**config.mk**
```make
export PLATFORM = sky130hd
export DESIGN_NAME = ecc_scalar_multiply_small_field
export DESIGN_NICKNAME = d
export VERILOG_FILES = /design/src/hw/rtl/ecsm_pkg.sv /design/src/hw/rtl/ecsm_modmul.sv /design/src/hw/rtl/ecsm_datapath.sv /design/src/hw/rtl/ecsm_ctrl.sv /design/src/hw/rtl/ecc_scalar_multiply_small_field.sv
export SDC_FILE = /design/constraint.sdc
export NUM_CORES = 1
export LEC_CHECK = 0
export BUFFER_PORTS_ARGS = -buffer_cell sky130_fd_sc_hd__buf_2
export CORE_UTILIZATION = 60
export DETAILED_ROUTE_END_ITERATION = 6
export PLACE_DENSITY = 0.74
export SLEW_MARGIN = 20
export SYNTH_ARGS = -nofsm -noshare
export SYNTH_HDL_FRONTEND = slang
export SYNTH_SLANG_ARGS = --single-unit
```
**constraint.sdc**
```tcl
create_clock -name clk -period 24.7 [get_ports clk]
set_clock_uncertainty 0.05 [all_clocks]
set_input_delay 0 -clock clk [delete_from_list [all_inputs] [get_ports clk]]
set_output_delay 0 -clock clk [all_outputs]
set_load 0.05 [all_outputs]
```
**src/hw/rtl/ecsm_pkg.sv**
```systemverilog
package ecsm_pkg;

    localparam int FIELD_BITS = 8;
    localparam int PROD_BITS  = 2 * FIELD_BITS;
    localparam int EXP_BITS   = FIELD_BITS;
    localparam int SCL_BITS   = 8;
    localparam logic [FIELD_BITS-1:0] MOD_RESET = FIELD_BITS'(223);
    localparam logic [FIELD_BITS-1:0] MOD_MIN   = FIELD_BITS'(3);

    // Datapath operations issued by the controller.
    localparam logic [3:0] OP_NONE    = 4'd0;
    localparam logic [3:0] OP_LOAD    = 4'd1;  // latch reduced base, acc := base or zero
    localparam logic [3:0] OP_SLOPE   = 4'd2;  // form numerator and denominator
    localparam logic [3:0] OP_INV_INI = 4'd3;  // r := 1, b := den, e := p-2
    localparam logic [3:0] OP_INV_STP = 4'd4;  // one square-and-multiply step
    localparam logic [3:0] OP_LAMBDA  = 4'd5;  // lam := num * inv
    localparam logic [3:0] OP_X3      = 4'd6;
    localparam logic [3:0] OP_Y3      = 4'd7;
    localparam logic [3:0] OP_RED     = 4'd8;  // reduce inputs by one subtract step

    typedef struct packed {
        logic [3:0] op;
        logic       mul_go;
    } dp_cmd_t;

    typedef struct packed {
        logic mul_busy;
        logic exp_done;
        logic red_done;
    } dp_stat_t;

endpackage

```
**src/hw/rtl/ecsm_modmul.sv**
```systemverilog
module ecsm_modmul
(
    input  logic                          clk,
    input  logic                          rst_n,
    input  logic                          go,
    input  logic [ecsm_pkg::FIELD_BITS-1:0] a,
    input  logic [ecsm_pkg::FIELD_BITS-1:0] b,
    input  logic [ecsm_pkg::FIELD_BITS-1:0] p,
    output logic                          busy,
    output logic [ecsm_pkg::FIELD_BITS-1:0] prod
);
    import ecsm_pkg::*;

    // Shift-and-add modular multiply, one bit of b per cycle, MSB first.
    localparam int CNT_BITS = $clog2(FIELD_BITS + 1);

    logic [FIELD_BITS-1:0] acc_reg, acc_next;
    logic [FIELD_BITS-1:0] a_reg, a_next;
    logic [FIELD_BITS-1:0] b_reg, b_next;
    logic [CNT_BITS-1:0]   cnt_reg, cnt_next;
    logic [FIELD_BITS+1:0] dbl, dbl_r, add, add_r;

    always_comb
    begin
        dbl = {2'b0, acc_reg} << 1;
        dbl_r = (dbl >= {2'b0, p}) ? dbl - {2'b0, p} : dbl;
        add = dbl_r + (b_reg[FIELD_BITS-1] ? {2'b0, a_reg} : '0);
        add_r = (add >= {2'b0, p}) ? add - {2'b0, p} : add;
        acc_next = acc_reg;
        a_next = a_reg;
        b_next = b_reg;
        cnt_next = cnt_reg;
        if (go)
        begin
            acc_next = '0;
            a_next = a;
            b_next = b;
            cnt_next = CNT_BITS'(FIELD_BITS);
        end
        else if (cnt_reg != '0)
        begin
            acc_next = add_r[FIELD_BITS-1:0];
            b_next = b_reg << 1;
            cnt_next = cnt_reg - 1'b1;
        end
    end

    always_ff @(posedge clk or negedge rst_n)
    begin
        if (!rst_n)
            cnt_reg <= '0;
        else
            cnt_reg <= cnt_next;
    end

    always_ff @(posedge clk)
    begin
        acc_reg <= acc_next;
        a_reg <= a_next;
        b_reg <= b_next;
    end

    assign busy = (cnt_reg != '0);
    assign prod = acc_reg;
endmodule

```
**src/hw/rtl/ecsm_datapath.sv**
```systemverilog
module ecsm_datapath
(
    input  logic                            clk,
    input  logic                            rst_n,
    input  ecsm_pkg::dp_cmd_t               cmd,
    input  logic [ecsm_pkg::FIELD_BITS-1:0] p,
    input  logic [7:0]                      in_x,
    input  logic [7:0]                      in_y,
    input  logic                            zero_scalar,
    output ecsm_pkg::dp_stat_t              stat,
    output logic [ecsm_pkg::FIELD_BITS-1:0] acc_x,
    output logic [ecsm_pkg::FIELD_BITS-1:0] acc_y
);
    import ecsm_pkg::*;

    logic [FIELD_BITS-1:0] ax_reg, ay_reg, bx_reg, by_reg;
    logic [FIELD_BITS-1:0] num_reg, den_reg, lam_reg, x3_reg;
    logic [FIELD_BITS-1:0] r_reg, b_reg, e_reg;
    logic                  dbl_reg, mul_phase_reg;
    logic [7:0]            rx_reg, ry_reg;
    logic [FIELD_BITS-1:0] ma, mb, mprod;
    logic                  mbusy;

    // Modular add/sub helpers on reduced operands.
    function automatic logic [FIELD_BITS-1:0] msub(input logic [FIELD_BITS-1:0] a,
                                                   input logic [FIELD_BITS-1:0] b,
                                                   input logic [FIELD_BITS-1:0] m);
        logic [FIELD_BITS:0] d;
        d = {1'b0, a} + {1'b0, m} - {1'b0, b};
        return (d >= {1'b0, m}) ? FIELD_BITS'(d - {1'b0, m}) : d[FIELD_BITS-1:0];
    endfunction

    function automatic logic [FIELD_BITS-1:0] madd(input logic [FIELD_BITS-1:0] a,
                                                   input logic [FIELD_BITS-1:0] b,
                                                   input logic [FIELD_BITS-1:0] m);
        logic [FIELD_BITS:0] s;
        s = {1'b0, a} + {1'b0, b};
        return (s >= {1'b0, m}) ? FIELD_BITS'(s - {1'b0, m}) : s[FIELD_BITS-1:0];
    endfunction

    ecsm_modmul u_mul
    (
        .clk   (clk),
        .rst_n (rst_n),
        .go    (cmd.mul_go),
        .a     (ma),
        .b     (mb),
        .p     (p),
        .busy  (mbusy),
        .prod  (mprod)
    );

    // Operand selection follows the op being started.
    always_comb
    begin
        ma = '0;
        mb = '0;
        case (cmd.op)
            OP_SLOPE:
            begin
                ma = ax_reg;
                mb = ax_reg;
            end
            OP_INV_STP:
            begin
                ma = mul_phase_reg ? b_reg : r_reg;
                mb = b_reg;
            end
            OP_LAMBDA:
            begin
                ma = num_reg;
                mb = r_reg;
            end
            OP_X3:
            begin
                ma = lam_reg;
                mb = lam_reg;
            end
            OP_Y3:
            begin
                ma = lam_reg;
                mb = msub(ax_reg, x3_reg, p);
            end
            default:
            begin
                ma = '0;
                mb = '0;
            end
        endcase
    end

    // For the multiplying ops, a command without mul_go is the completion step of the same op code.
    always_ff @(posedge clk or negedge rst_n)
    begin
        if (!rst_n)
        begin
            ax_reg <= '0;
            ay_reg <= '0;
            bx_reg <= '0;
            by_reg <= '0;
            num_reg <= '0;
            den_reg <= '0;
            lam_reg <= '0;
            x3_reg <= '0;
            r_reg <= '0;
            b_reg <= '0;
            e_reg <= '0;
            dbl_reg <= 1'b0;
            rx_reg <= '0;
            ry_reg <= '0;
            mul_phase_reg <= 1'b0;
        end
        else
        begin
            case (cmd.op)
                OP_RED:
                begin
                    if (cmd.mul_go)
                    begin
                        rx_reg <= in_x;
                        ry_reg <= in_y;
                    end
                    else
                    begin
                        if ({1'b0, rx_reg} >= 9'(p)) rx_reg <= rx_reg - 8'(p);
                        if ({1'b0, ry_reg} >= 9'(p)) ry_reg <= ry_reg - 8'(p);
                    end
                end
                OP_LOAD:
                begin
                    bx_reg <= FIELD_BITS'(rx_reg);
                    by_reg <= FIELD_BITS'(ry_reg);
                    ax_reg <= zero_scalar ? '0 : FIELD_BITS'(rx_reg);
                    ay_reg <= zero_scalar ? '0 : FIELD_BITS'(ry_reg);
                end
                OP_SLOPE:
                begin
                    if (cmd.mul_go)
                    begin
                        dbl_reg <= (ax_reg == bx_reg) && (ay_reg == by_reg);
                        num_reg <= msub(by_reg, ay_reg, p);
                        den_reg <= msub(bx_reg, ax_reg, p);
                    end
                    else if (dbl_reg)
                    begin
                        num_reg <= madd(madd(mprod, mprod, p), mprod, p);
                        den_reg <= madd(ay_reg, ay_reg, p);
                    end
                end
                OP_INV_INI:
                begin
                    r_reg <= FIELD_BITS'(1);
                    b_reg <= den_reg;
                    e_reg <= p - FIELD_BITS'(2);
                    mul_phase_reg <= 1'b0;
                end
                OP_INV_STP:
                begin
                    // Phase 0: r *= b if the exponent bit is set; phase 1: b := b*b.
                    if (!cmd.mul_go)
                    begin
                        if (!mul_phase_reg)
                        begin
                            if (e_reg[0]) r_reg <= mprod;
                        end
                        else
                        begin
                            b_reg <= mprod;
                            e_reg <= e_reg >> 1;
                        end
                        mul_phase_reg <= !mul_phase_reg;
                    end
                end
                OP_LAMBDA:
                begin
                    if (!cmd.mul_go) lam_reg <= mprod;
                end
                OP_X3:
                begin
                    if (!cmd.mul_go)
                        x3_reg <= dbl_reg ? msub(mprod, madd(ax_reg, ax_reg, p), p)
                                          : msub(msub(mprod, ax_reg, p), bx_reg, p);
                end
                OP_Y3:
                begin
                    if (!cmd.mul_go)
                    begin
                        ay_reg <= msub(mprod, ay_reg, p);
                        ax_reg <= x3_reg;
                    end
                end
                default:
                begin
                end
            endcase
        end
    end

    assign stat.mul_busy = mbusy;
    assign stat.exp_done = (e_reg == '0) && !mul_phase_reg;
    assign stat.red_done = ({1'b0, rx_reg} < 9'(p)) && ({1'b0, ry_reg} < 9'(p));
    assign acc_x = ax_reg;
    assign acc_y = ay_reg;
endmodule

```
**src/hw/rtl/ecsm_ctrl.sv**
```systemverilog
module ecsm_ctrl
(
    input  logic                 clk,
    input  logic                 rst_n,
    input  logic                 start,
    input  logic [7:0]           scalar,
    input  ecsm_pkg::dp_stat_t   stat,
    output ecsm_pkg::dp_cmd_t    cmd,
    output logic                 zero_scalar,
    output logic                 busy,
    output logic                 done
);
    import ecsm_pkg::*;

    localparam logic [2:0] S_IDLE  = 3'd0;
    localparam logic [2:0] S_RED   = 3'd1;
    localparam logic [2:0] S_CHECK = 3'd2;
    localparam logic [2:0] S_ISSUE = 3'd3;
    localparam logic [2:0] S_WAIT  = 3'd4;
    localparam logic [2:0] S_DONE  = 3'd5;

    logic [2:0]          state_reg, state_next;
    logic [3:0]          op_reg, op_next;
    logic [SCL_BITS-1:0] left_reg, left_next;
    logic                zero_reg, zero_next;

    always_comb
    begin
        state_next = state_reg;
        op_next = op_reg;
        left_next = left_reg;
        zero_next = zero_reg;
        cmd.op = OP_NONE;
        cmd.mul_go = 1'b0;
        done = 1'b0;
        case (state_reg)
            S_IDLE:
            begin
                if (start)
                begin
                    cmd.op = OP_RED;
                    cmd.mul_go = 1'b1;
                    zero_next = (scalar == '0);
                    left_next = (scalar == '0) ? '0 : scalar - 1'b1;
                    state_next = S_RED;
                end
            end
            S_RED:
            begin
                cmd.op = stat.red_done ? OP_LOAD : OP_RED;
                if (stat.red_done) state_next = S_CHECK;
            end
            S_CHECK:
            begin
                if (left_reg == '0)
                    state_next = S_DONE;
                else
                begin
                    op_next = OP_SLOPE;
                    state_next = S_ISSUE;
                end
            end
            S_ISSUE:
            begin
                cmd.op = op_reg;
                if (op_reg == OP_INV_INI)
                begin
                    op_next = OP_INV_STP;
                end
                else if (op_reg == OP_INV_STP && stat.exp_done)
                begin
                    op_next = OP_LAMBDA;
                end
                else
                begin
                    cmd.mul_go = 1'b1;
                    state_next = S_WAIT;
                end
            end
            S_WAIT:
            begin
                if (!stat.mul_busy)
                begin
                    cmd.op = op_reg;
                    state_next = S_ISSUE;
                    case (op_reg)
                        OP_SLOPE:  op_next = OP_INV_INI;
                        OP_INV_STP: op_next = OP_INV_STP;
                        OP_LAMBDA: op_next = OP_X3;
                        OP_X3:     op_next = OP_Y3;
                        OP_Y3:
                        begin
                            left_next = left_reg - 1'b1;
                            state_next = S_CHECK;
                        end
                        default:   state_next = S_CHECK;
                    endcase
                end
            end
            S_DONE:
            begin
                done = 1'b1;
                state_next = S_IDLE;
            end
            default:
            begin
                state_next = S_IDLE;
            end
        endcase
    end

    always_ff @(posedge clk or negedge rst_n)
    begin
        if (!rst_n)
        begin
            state_reg <= S_IDLE;
            op_reg <= OP_NONE;
            left_reg <= '0;
            zero_reg <= 1'b0;
        end
        else
        begin
            state_reg <= state_next;
            op_reg <= op_next;
            left_reg <= left_next;
            zero_reg <= zero_next;
        end
    end

    assign zero_scalar = zero_reg;
    assign busy = (state_reg != S_IDLE);
endmodule

```
**src/hw/rtl/ecc_scalar_multiply_small_field.sv**
```systemverilog
// Channel   Handshake          Payload
// input     start, busy        point_x, point_y, scalar
// result    result_valid       result_x, result_y
// config    cfg_we             cfg_data (field modulus)
//
// Busy stays high from the taking of an item until the result is shown; its length grows with
// the scalar, with the bit length of p-2 and with the subtract steps that reduce the larger
// coordinate, and a scalar of zero takes as long as a scalar of one. The bit-serial modular
// multiplier, shared by the inverse, sets the length of each point addition.
// Reset clears the controller and the accumulator; the modulus resets to 223.
// The result is shown for one cycle; the receiver cannot stall it.
module ecc_scalar_multiply_small_field
(
    input  logic       clk,
    input  logic       rst_n,
    input  logic       cfg_we,
    input  logic [ecsm_pkg::FIELD_BITS-1:0] cfg_data,
    input  logic       start,
    output logic       busy,
    input  logic [7:0] point_x,
    input  logic [7:0] point_y,
    input  logic [7:0] scalar,
    output logic       result_valid,
    output logic [7:0] result_x,
    output logic [7:0] result_y
);
    import ecsm_pkg::*;

    logic [FIELD_BITS-1:0] mod_reg;
    logic [FIELD_BITS-1:0] p_eff;
    dp_cmd_t               cmd;
    dp_stat_t              stat;
    logic                  zero_scalar, done;
    logic [FIELD_BITS-1:0] ax, ay;

    always_ff @(posedge clk or negedge rst_n)
    begin
        if (!rst_n)
            mod_reg <= MOD_RESET;
        else if (cfg_we)
            mod_reg <= cfg_data;
    end

    assign p_eff = (mod_reg < MOD_MIN) ? MOD_MIN : mod_reg;

    ecsm_ctrl u_ctrl
    (
        .clk         (clk),
        .rst_n       (rst_n),
        .start       (start),
        .scalar      (scalar),
        .stat        (stat),
        .cmd         (cmd),
        .zero_scalar (zero_scalar),
        .busy        (busy),
        .done        (done)
    );

    ecsm_datapath u_dp
    (
        .clk         (clk),
        .rst_n       (rst_n),
        .cmd         (cmd),
        .p           (p_eff),
        .in_x        (point_x),
        .in_y        (point_y),
        .zero_scalar (zero_scalar),
        .stat        (stat),
        .acc_x       (ax),
        .acc_y       (ay)
    );

    assign result_valid = done;
    assign result_x = 8'(ax);
    assign result_y = 8'(ay);

`ifndef NO_ASSERTIONS
    a_done_busy: assert property (@(posedge clk) disable iff (!rst_n)
        result_valid |-> busy) else $error("result without item in flight");
    a_done_pulse: assert property (@(posedge clk) disable iff (!rst_n)
        result_valid |=> !result_valid) else $error("result strobe longer than one cycle");
    a_range: assert property (@(posedge clk) disable iff (!rst_n)
        result_valid |-> (ax < p_eff) && (ay < p_eff)) else $error("result not reduced");
`endif
endmodule
```
After elaboration in Yosys (flattened, before gate mapping)
Cells that the tools add are included.
Widths: inputs -> output; s select.
{"block": "op_classes", "n_addsub": 36, "order_cmp": 18, "eq_ne": 35, "mux": 76, "bitwise": 1, "reduce_logical": 35}
{"op": "$mux 8", "n": 41}
{"op": "$sub 8x8->8", "n": 14}
{"op": "$ge 9x8->1", "n": 12}
{"op": "$pmux 8 s2", "n": 6}
{"op": "$add 8x8->9", "n": 9}
{"op": "$sub 9x8->9", "n": 7}
{"op": "$pmux 8 s5", "n": 1}
{"op": "$eq 4x3->1 const B", "n": 8}
{"op": "$mux 4", "n": 8}
{"op": "$pmux 4 s4", "n": 2}
{"op": "$pmux 8 s4", "n": 1}
{"op": "$logic_not 8->1", "n": 3}
{"op": "$mux 3", "n": 6}
{"op": "$reduce_and 2->1", "n": 9}
{"op": "$eq 4x2->1 const B", "n": 4}
{"op": "$eq 8x8->1", "n": 2}
{"op": "$ge 8x8->1", "n": 2}
{"op": "$lt 8x8->1", "n": 2}
{"op": "$ne 2x2->1 const B", "n": 8}
{"op": "$sub 8x1->8 const B", "n": 2}
{"op": "$pmux 3 s5", "n": 1}
{"op": "$reduce_bool 2->1", "n": 7}
{"op": "$pmux 4 s3", "n": 1}
{"op": "$add 10x8->10", "n": 1}
{"op": "other kinds (28)", "n": 44}
{"block": "totals", "reg_bits": 158, "out_inout_bits": 18, "elab_cells": 225}

Depth between registers and ports, before layout
Gate-level depths: netlist of run 1.
{"block": "depth", "depth_word": 11, "mapped_depth": 39, "mapped_depth_nobuf": 39}

Hierarchy
From an unflattened synthesis of run 1, not the netlist that was laid out.
{"block": "hier_totals", "hier_cells": 2067, "hier_area_um2": 17685.7}
{"mod": "ecsm_datapath", "n_inst": 1, "cells_per_inst": 1614, "area_each_um2": 13591.8}
{"mod": "ecsm_modmul", "n_inst": 1, "cells_per_inst": 267, "area_each_um2": 2386.0}
{"mod": "ecsm_ctrl", "n_inst": 1, "cells_per_inst": 159, "area_each_um2": 1342.5}
{"mod": "ecc_scalar_multiply_small_field", "n_inst": 1, "cells_per_inst": 27, "area_each_um2": 365.4}

Worst setup path after synthesis of run 1
OpenSTA, ideal clock, no wires.
{"block": "synth_path", "path_kind": "flip-flop to flip-flop", "start": "reg mod_reg[7]", "end": "reg u_dp.x3_reg[1]", "setup_ns": 0.083, "arrival_ns": 8.909, "slack_ns": 15.658, "path_stages_with_launch": 38, "path_cell_list": "dfstp_2 > nor2_1 > and2_1 > or2_2 > inv_1 > fa_1 > inv_1 > ha_1 > nor2b_1 > o21ai_0 > nand2b_1 > a21o_1 > a21oi_1 > o21a_1 > xor2_1 > inv_1 > ha_1 > nand4_1 > [2 not listed] > a21boi_2 > mux2_2 > fa_1 > ha_1 > a21oi_1 > nor2b_1 > o21a_1 > o21a_1 > nor2_1 > xnor2_1 > ha_1 > o21ai_0 > a21oi_1 > or3_1 > a221oi_1 > o21ai_1 > mux2_2 > o21ai_0"}
{"block": "synth_via", "elab_chain_len": 11, "word_cells_on_any_way": 27, "cone_classes": "9 x add/sub; 7 x order compare; 1 x eq/ne; 8 x mux; 2 x reduce/logical"}
{"element": "start: declaration", "line": "ecc_scalar_multiply_small_field.sv:29", "text": "logic [FIELD_BITS-1:0] mod_reg;"}
{"element": "start signal: assignment", "line": "ecc_scalar_multiply_small_field.sv:41", "text": "mod_reg <= cfg_data;"}
{"element": "$lt 8x2->1", "line": "ecc_scalar_multiply_small_field.sv:44", "text": "assign p_eff = (mod_reg < MOD_MIN) ? MOD_MIN : mod_reg;"}
{"element": "$mux 8 *", "line": "ecc_scalar_multiply_small_field.sv:44"}
{"element": "$add 8x8->9", "line": "ecsm_datapath.sv:29", "text": "d = {1'b0, a} + {1'b0, m} - {1'b0, b};"}
{"element": "$sub 9x8->9", "line": "ecsm_datapath.sv:29"}
{"element": "$sub 8x8->8 / $ge 9x8->1 (equally long branches)", "line": "ecsm_datapath.sv:30", "text": "return (d >= {1'b0, m}) ? FIELD_BITS'(d - {1'b0, m}) : d[FIELD_BITS-1:0];"}
{"element": "$mux 8", "line": "ecsm_datapath.sv:30"}
{"element": "$add 8x8->9", "line": "ecsm_datapath.sv:29"}
{"element": "$sub 9x8->9", "line": "ecsm_datapath.sv:29"}
{"element": "$sub 8x8->8 / $ge 9x8->1 (equally long branches)", "line": "ecsm_datapath.sv:30"}
{"element": "$mux 8", "line": "ecsm_datapath.sv:30"}
{"element": "$mux 8", "line": "ecsm_datapath.sv:181", "text": "x3_reg <= dbl_reg ? msub(mprod, madd(ax_reg, ax_reg, p), p)"}
{"element": "end signal: assignment", "line": "ecsm_datapath.sv:181"}
{"element": "end: declaration", "line": "ecsm_datapath.sv:17", "text": "logic [FIELD_BITS-1:0] num_reg, den_reg, lam_reg, x3_reg;"}
Mark *: on every way between the ends. The rest lies on a longest branch, timed or not.
A chain may end at the register's enable or synchronous reset.

Final worst setup path of run 1
{"block": "layout_path", "start": "reg mod_reg[5]", "end": "reg u_dp.x3_reg[1]"}
Same word-level chain as after synthesis.

==> results of run 1 <==
## layer usage
| layer | global-route usage [%] | vias up |
|---|---|---|
| met5 | 0 | - |
| met4 | 21.0 | 0 |
| met3 | 6.57 | 191 |
| met2 | 62.5 | 818 |
| met1 | 50.8 | 7847 |
| li1 | - | 7558 |
## critical path, delay by kind of cell, from the launching register on
kind / cells / cell delay [ns]
adder cells (fa/ha/maj): 6 / 2.60
flip-flops: 1 / 0.44
AO/OA/AOI/OAI: 11 / 2.67
multiplexers: 2 / 0.77
AND/OR/NAND/NOR: 11 / 2.03
buffers and inverters: 4 / 0.70
XOR/XNOR: 2 / 0.41
## cells by family (layout without fill, tap and decap cells)
| kind of cell | count (synthesis) | after routing | synth area share (%) |
|---|---|---|---|
| AOI/OAI and AO/OA | 566 | 566 | 21.2 |
| xor gates and xnor gates | 148 | 148 | 7.48 |
| DFF | 157 | 157 | 23.0 |
| adders and majority gates | 248 | 248 | 20.2 |
| muxes | 117 | 117 | 7.16 |
| and+or+nand+nor | 595 | 595 | 16.4 |
| buffers and inverters | 211 | 315 | 4.72 |
## what timing repair did
item,4_1_cts,5_1_grt
buffers inserted,0,0
hold endpoints to repair,108,0
hold buffers,44,0
## metrics by stage
stage / cell area (um^2) / util (%) / cells / hold slack [ns]
floorplan: 17300 / - / 2042 / -0.346
global placement: 18100 / 64.4 / 2448 / 0.0189
detailed placement: 18100 / 64.4 / 2448 / 0.0219
CTS: 19100 / 68.1 / 2524 / 0.0375
global route: 19100 / 68.1 / 2524 / 0.0716
finish: 19100 / 68.1 / 2524 / 0.0382
## path summary, 6_finish.rpt
check	slack, ns	end	cells after the start	start
setup reg to reg	14.90	u_dp.x3_reg[1]	36	mod_reg[5]
min in group asynchronous	0.09	u_dp.den_reg[6]	2	rst_n
hold reg to reg	0.45	u_dp.e_reg[3]	2	u_dp.e_reg[3]
setup / recovery	14.90	u_dp.x3_reg[1]	36	mod_reg[5]
hold / removal	0.04	u_ctrl.left_reg[3]	5	scalar[1]
max in group asynchronous	23.21	u_ctrl.left_reg[4]	3	rst_n
## cell usage after synthesis, types with 10 or more instances
master,number
nor2b_1,40
a22oi_1,14
dfrtp_1,126
a31oi_1,26
o31ai_1,13
xor2_1,36
nand2_1,164
nand3_1,36
or2_2,10
clkbuf_1,41
fa_1,52
nor3b_1,12
o21ai_0,137
ha_1,196
o21bai_1,15
a21oi_1,135
nand2b_1,11
or3_1,16
mux2i_1,65
nand4_1,17
and3_1,16
nor2_1,177
a21o_1,41
mux2_2,51
inv_1,154
o211ai_1,25
o21a_1,27
and2_1,18
nor3_1,46
xnor2_1,112
edfxtp_1,16
a21boi_0,14
a211oi_1,26
## cell type report
class	count	area, um^2	share of cell area [%]
Clock inverter	15	160	0.837
Tap cell	378	473	2.47
Timing Repair Buffer	129	952	4.98
Sequential cell	157	3980	20.8
Clock buffer	17	425	2.22
Multi-Input combinational cell	1674	12600	65.7
Inverter	154	578	3.02
==> flow_summary.yaml, run 1 <==
run_status:
  status: "complete, no violations"
critical_path:
  cp_max_fo: 14
  worst_ep_arrival_time_ns: 10.11
  cp-end-kind: "flip-flop"
  cp_slowest_cell: "fa_1"
  slowest_delay_ns: 0.65
  cp.required_ns: 25.01
  crit_type: "reg -> reg"
  cp-start-kind: "flip-flop"
sta:
  layout_setup_ws_ns: 14.90
  hold_violations: 0
  rsz0062_at_grt: "no"
  slew_headroom_pct: 26.4
  setup_viol: 0
  fmax_mhz: 102
  slew_violations: 0
  period_minus_slack_ns: 9.80
  fin_crit_sh_pct: 39.7
  tightest_slew_ns: 1.10
  fin_setup_tns_ns: 0
clocking:
  cts_tree: "done"
  cts_sinks: 157
  clk_transition_reported_paths_ns: 0.08
  cts_resized: 0
  clock-root-buffer: "clkbuf_16"
  numCtsBuffers: 17
  cts.path.max_buffers: 2
  worstSkewPairLatency_ns: 0.45
  htreeDepth: 4
synthesis:
  synth_ff_type: "dfrtp_1"
  syn-cell-area_mm2: 0.0173
  ys_top_cells_by_area: "dfrtp_1, ha_1, fa_1, xnor2_1, o21ai_0"
  ys_types: 83
  ys_seq_area_share_pct: 23.0
  synthArstFlopShare_pct: 84.7
  syn_avg_cell_area_um2: 8.49
  syn_nets: 2326
  synth_warnings: 0
  synth_seq_cells: 157
  netlist.area_leader.share_pct: 18.2
  synthCells: 2042
  synth_edf_count: 16
  yosys.area.top_type: "dfrtp_1"
drt:
  finalWirelength_mm: 56.4
  routedWlPerCell_um: 22.3
  wl_met1_mm: 23.2
  vias: 16400
  detailedRoute.firstIterationViolations: 1576
  top_layer: "met4"
  met2WireLength_mm: 25.1
  route.met3.wl_mm: 4.73
  vias_per_cell: 6.50
  drcViolationCount: 0
  ant_nets: 0
  dr.pass1.iters: 5
worst_hold_path:
  min_path_type: "in -> reg"
placement:
  portBuffers: 53
  dp_hpwl_mm: 42.7
  gp_congestion: 1.01
  preCtsSetupSlack_ns: 15.13
die:
  start_util_pct: 61.7
  ios: 54
  core-area_mm2: 0.0281
  fp.dieH_um: 172
  die_area_mm2: 0.0296
  die_width_um: 172
  num_rows: 61
global_route:
  grt_pass1_vias: 15700
  grt_pass1_wl_mm: 87.0
  grt_start_max_net_pins: 78
  grt-ovfl-total: 0
  antenna_found_initial: 0
  grt_use_total_pct: 39.2
final_layout:
  syn2layout_area_growth_pct: 10.4
  nFillCells: 2412
  drive_gt1_share_pct: 9.55
  final_cell_mix: "ha_1, nor2_1, nand2_1"
  nets: 2417
  final_common_cell: "ha_1"
  diodes: 0
flow_run:
  maxCapViolations: 0
Power of run 1 is not shown: default switching activity piles up to over one toggle a cycle in this logic, so the estimate is an artifact.
==> run 2, diff against run 1 <==
--- a/config.mk
+++ b/config.mk
@@ -6,9 +6,9 @@
 export NUM_CORES = 1
 export LEC_CHECK = 0
 export BUFFER_PORTS_ARGS = -buffer_cell sky130_fd_sc_hd__buf_2
-export CORE_UTILIZATION = 60
+export CORE_UTILIZATION = 59
 export DETAILED_ROUTE_END_ITERATION = 6
-export PLACE_DENSITY = 0.74
+export PLACE_DENSITY = 0.76
 export SLEW_MARGIN = 20
 export SYNTH_ARGS = -nofsm -noshare
 export SYNTH_HDL_FRONTEND = slang
==> constraint.sdc (replaced) <==
create_clock -name clk -period 8.5 [get_ports clk]
set_clock_uncertainty 0.05 [all_clocks]
set_input_delay 0 -clock clk [delete_from_list [all_inputs] [get_ports clk]]
set_output_delay 0 -clock clk [all_outputs]
set_load 0.05 [all_outputs]
==> flow_summary.yaml, run 2 (same netlist as run 1, synthesis figures left out) <==
run_status:
  status: "complete, no violations"
critical_path:
  cp.required_ns: 8.79
  cp-end-kind: "flip-flop"
  slowest_delay_ns: 0.60
  cp-start-kind: "flip-flop"
  worst_ep_arrival_time_ns: 8.43
  cp_slowest_cell: "fa_2"
  ff2ff_path_depth: 38
  cp_max_fo: 6
  crit_type: "reg -> reg"
final_layout:
  nets: 2440
  stdcell_area_mm2: 0.0194
  syn2layout_area_growth_pct: 12.0
  nFillCells: 2454
  final_cell_mix: "ha_1, nor2_1, nand2_1"
  final_common_cell: "ha_1"
  ff_latch_area_mm2: 0.00398
  diodes: 0
  drive_gt1_share_pct: 11.5
  multi_input_area_mm2: 0.0127
sta:
  hold_violations: 0
  slew_headroom_pct: 26.4
  fmax_mhz: 123
  tightest_slew_ns: 1.10
  fin_crit_sh_pct: 95.8
  layout_setup_ws_ns: 0.360
  slew_violations: 0
  period_minus_slack_ns: 8.14
  setup_viol: 0
placement:
  dpl_cell_area_mm2: 0.0183
  preCtsSetupSlack_ns: 0.113
  dp_hpwl_mm: 42.5
  gp_congestion: 0.983
  portBuffers: 53
die:
  core-area_mm2: 0.0288
  ios: 54
  die_width_um: 173
  die_area_mm2: 0.0301
  num_rows: 62
  fp.dieH_um: 173
  start_util_pct: 60.2
clocking:
  worstSkewPairLatency_ns: 0.45
  clock-root-buffer: "clkbuf_16"
  htreeDepth: 4
  cts.path.max_buffers: 2
  cts_tree: "done"
  clk_transition_reported_paths_ns: 0.08
  numCtsBuffers: 17
  cts_sinks: 157
worst_hold_path:
  whs_path_depth: 4
  min_path_type: "in -> reg"
drt:
  detailedRoute.firstIterationViolations: 1479
  routedWlPerCell_um: 22.1
  vias_per_cell: 6.38
  finalWirelength_mm: 56.5
  ant_nets: 0
  dr.pass1.iters: 7
  vias: 16300
  drcViolationCount: 0
flow_run:
  maxCapViolations: 0
global_route:
  grt-ovfl-total: 0
  antenna_found_initial: 1
  grt_start_max_net_pins: 88
  grt_pass1_vias: 15600
  grt_use_total_pct: 37.9
  grt_pass1_wl_mm: 87.5
run 2: cell count changes in the layout (fill, tap and decap cells not counted), moves of 4 or more:
cell,previous run,this run
buf_4,32,59
a21oi_1,134,130
a21oi_2,2,6
dlygate4sd3_1,44,40
run 2: worst max-delay path: cells and delay by family, from the launching register on:
family / cells / cell delay [ns]
buffers and inverters: 5 / 0.50
xor gates and xnor gates: 2 / 0.35
and+or+nand+nor: 11 / 2.01
AOI/OAI and AO/OA: 12 / 2.03
adders and majority gates: 6 / 2.30
DFF: 1 / 0.41
muxes: 2 / 0.38
run 2: area by class of cell:
| cell class | instances | area share (%) |
|---|---|---|
| repair buffers | 152 | 5.74 |
| flip-flops and latches | 157 | 20.5 |
| well taps | 384 | 2.47 |
| multi-input cells | 1674 | 65.3 |
| clock buffers | 17 | 2.19 |
| clock inverters | 15 | 0.851 |
| inverters | 154 | 3.00 |
run 2: routing by layer:
layer | track usage (%) | routed length (um) | vias to the layer above
met1 | 49.0 | 23400 | 7792
met4 | 19.7 | 3140 | 0
met5 | 0 | 0 | -
li1 | - | - | 7596
met3 | 6.82 | 4420 | 172
met2 | 60.6 | 25500 | 731
run 2: worst paths after layout:
check                                        end           from  slack [ns]
setup / recovery                  u_dp.x3_reg[0]     mod_reg[4]        0.36
hold / removal               u_ctrl.state_reg[0]          start        0.02
setup reg to reg                  u_dp.x3_reg[0]     mod_reg[4]        0.36
hold reg to reg                    u_dp.r_reg[2]  u_dp.r_reg[2]        0.46
max in group asynchronous         u_dp.by_reg[2]          rst_n        7.09
min in group asynchronous  u_dp.u_mul.cnt_reg[3]          rst_n        0.13
run 2: repair_timing:
| action | 4_1_cts | 5_1_grt |
|---|---|---|
| hold endpoints to repair | 114 | 0 |
| hold buffers | 40 | 0 |
| setup endpoints to repair | 0 | 8 |
| resized for setup | 0 | 13 |
| setup buffers | 0 | 11 |
run 2: stage by stage:
step	hold slack [ns]	utilization [%]	cells	setup TNS (ns)
finish	0.0189	67.5	2553	0
global route	0.0477	67.5	2553	-0.133
CTS	0.00773	66.9	2542	0
detailed placement	0.0798	63.5	2470	0
global placement	0.0669	63.5	2470	0
floorplan	-0.346	-	2042	0
Power of run 2 is left out for the same reason.
==> run 3, diff against run 2 <==
--- a/config.mk
+++ b/config.mk
@@ -9,6 +9,7 @@
 export CORE_UTILIZATION = 59
 export DETAILED_ROUTE_END_ITERATION = 6
 export PLACE_DENSITY = 0.76
+export RECOVER_POWER = 25
 export SLEW_MARGIN = 20
 export SYNTH_ARGS = -nofsm -noshare
 export SYNTH_HDL_FRONTEND = slang
==> flow_summary.yaml, run 3 (same netlist as run 1, synthesis figures left out) <==
run_status:
  status: "finished with violations"
  violations: "capacitance limit, slew limit"
final_layout:
  finalCoreUtilization_pct: 67.4
  stdcell_area_mm2: 0.0194
  ff_latch_area_mm2: 0.00398
  syn2layout_area_growth_pct: 12.0
  nFillCells: 2455
  instances_no_fill: 2553
  final_common_cell: "ha_1"
  final_cell_mix: "ha_1, nor2_1, nand2_1"
  diodes: 0
  drive_gt1_share_pct: 11.4
  nets: 2440
  multi_input_area_mm2: 0.0127
die:
  die_width_um: 173
  fp.dieH_um: 173
  ios: 54
  core-area_mm2: 0.0288
  num_rows: 62
  die_area_mm2: 0.0301
  start_util_pct: 60.2
global_route:
  grt_use_total_pct: 37.9
  grt-ovfl-total: 0
  antenna_found_initial: 1
  grt_pass1_vias: 15600
  grt_start_max_net_pins: 88
  grt_pass1_wl_mm: 87.5
drt:
  detailedRoute.firstIterationViolations: 1479
  vias: 16300
  vias_per_cell: 6.38
  drcViolationCount: 0
  ant_nets: 0
  finalWirelength_mm: 56.5
  routedWlPerCell_um: 22.1
  dr.pass1.iters: 7
placement:
  portBuffers: 53
  dp.cells: 2470
  dpl_cell_area_mm2: 0.0183
  dp_hpwl_mm: 42.5
  gp_congestion: 0.983
critical_path:
  cp-start-kind: "flip-flop"
  cp_max_fo: 6
  cp_slowest_cell: "fa_2"
  cp-end-kind: "flip-flop"
  crit_type: "reg -> reg"
  slowest_delay_ns: 0.60
  cp.required_ns: 8.79
  worst_ep_arrival_time_ns: 8.43
clocking:
  clock-root-buffer: "clkbuf_16"
  cts.path.max_buffers: 2
  cts_sinks: 157
  numCtsBuffers: 17
  cts_tree: "done"
  worstSkewPairLatency_ns: 0.45
  htreeDepth: 4
  clk_transition_reported_paths_ns: 0.08
sta:
  setup_viol: 0
  fin_crit_sh_pct: 95.8
  period_minus_slack_ns: 8.14
  slew_violations: 88
  whs_ns: 0.0189
  tightest_slew_ns: 4.82
  fmax_mhz: 123
  hold_violations: 0
  slew_headroom_pct: -221
worst_hold_path:
  min_path_type: "in -> reg"
flow_run:
  maxCapViolations: 1
==> run 3: path summary, 6_finish.rpt <==
path                                    start                     to  slack (ns)  depth (start not counted)
min in group asynchronous               rst_n  u_dp.u_mul.cnt_reg[3]        1.78                          2
max in group asynchronous               rst_n          u_dp.acc_x[1]        3.92                          2
worst max-delay path               mod_reg[4]         u_dp.x3_reg[0]        0.36                         38
worst min-delay path                    start    u_ctrl.state_reg[0]        0.02                          4
worst min register to register  u_dp.r_reg[2]          u_dp.r_reg[2]        0.46                          2
worst max register to register     mod_reg[4]         u_dp.x3_reg[0]        0.36                         38
==> run 3: per-layer routing <==
metal	global-route usage (%)	vias up	wire [um]
li1	-	7595	-
met1	49.0	7794	23400
met2	60.6	732	25500
met3	6.82	172	4420
met4	19.7	0	3140
met5	0	-	0
==> run 3: timing repair <==
| item | CTS | global route |
|---|---|---|
| setup endpoints to repair | 0 | 8 |
| setup buffers | 0 | 11 |
| hold endpoints to repair | 114 | 0 |
| resized for setup | 0 | 13 |
| hold buffers | 40 | 0 |
==> run 3: final cells by class <==
cell class / instances / area share [%]
multi-input cells: 1674 / 65.3
flip-flops and latches: 157 / 20.5
repair buffers: 152 / 5.71
inverters: 154 / 3.00
well taps: 384 / 2.48
clock buffers: 17 / 2.19
clock inverters: 15 / 0.851
==> run 3: worst max-delay path: cells and delay by family (launching register included) <==
| family | cells | cell delay (ns) |
|---|---|---|
| mux | 2 | 0.38 |
| fa+ha+maj | 6 | 2.30 |
| xor+xnor | 2 | 0.35 |
| simple gates | 11 | 2.01 |
| compound gates | 12 | 2.03 |
| flops | 1 | 0.41 |
| buf+inv | 5 | 0.50 |
==> run 3: through the flow <==
stage	worst slack [ns]	setup TNS, ns
floorplan	0.0901	0
global placement	0.241	0
detailed placement	0.113	0
CTS	0.0429	0
global route	-0.0347	-0.133
finish	0.360	0
Power of run 3 is left out for the same reason.
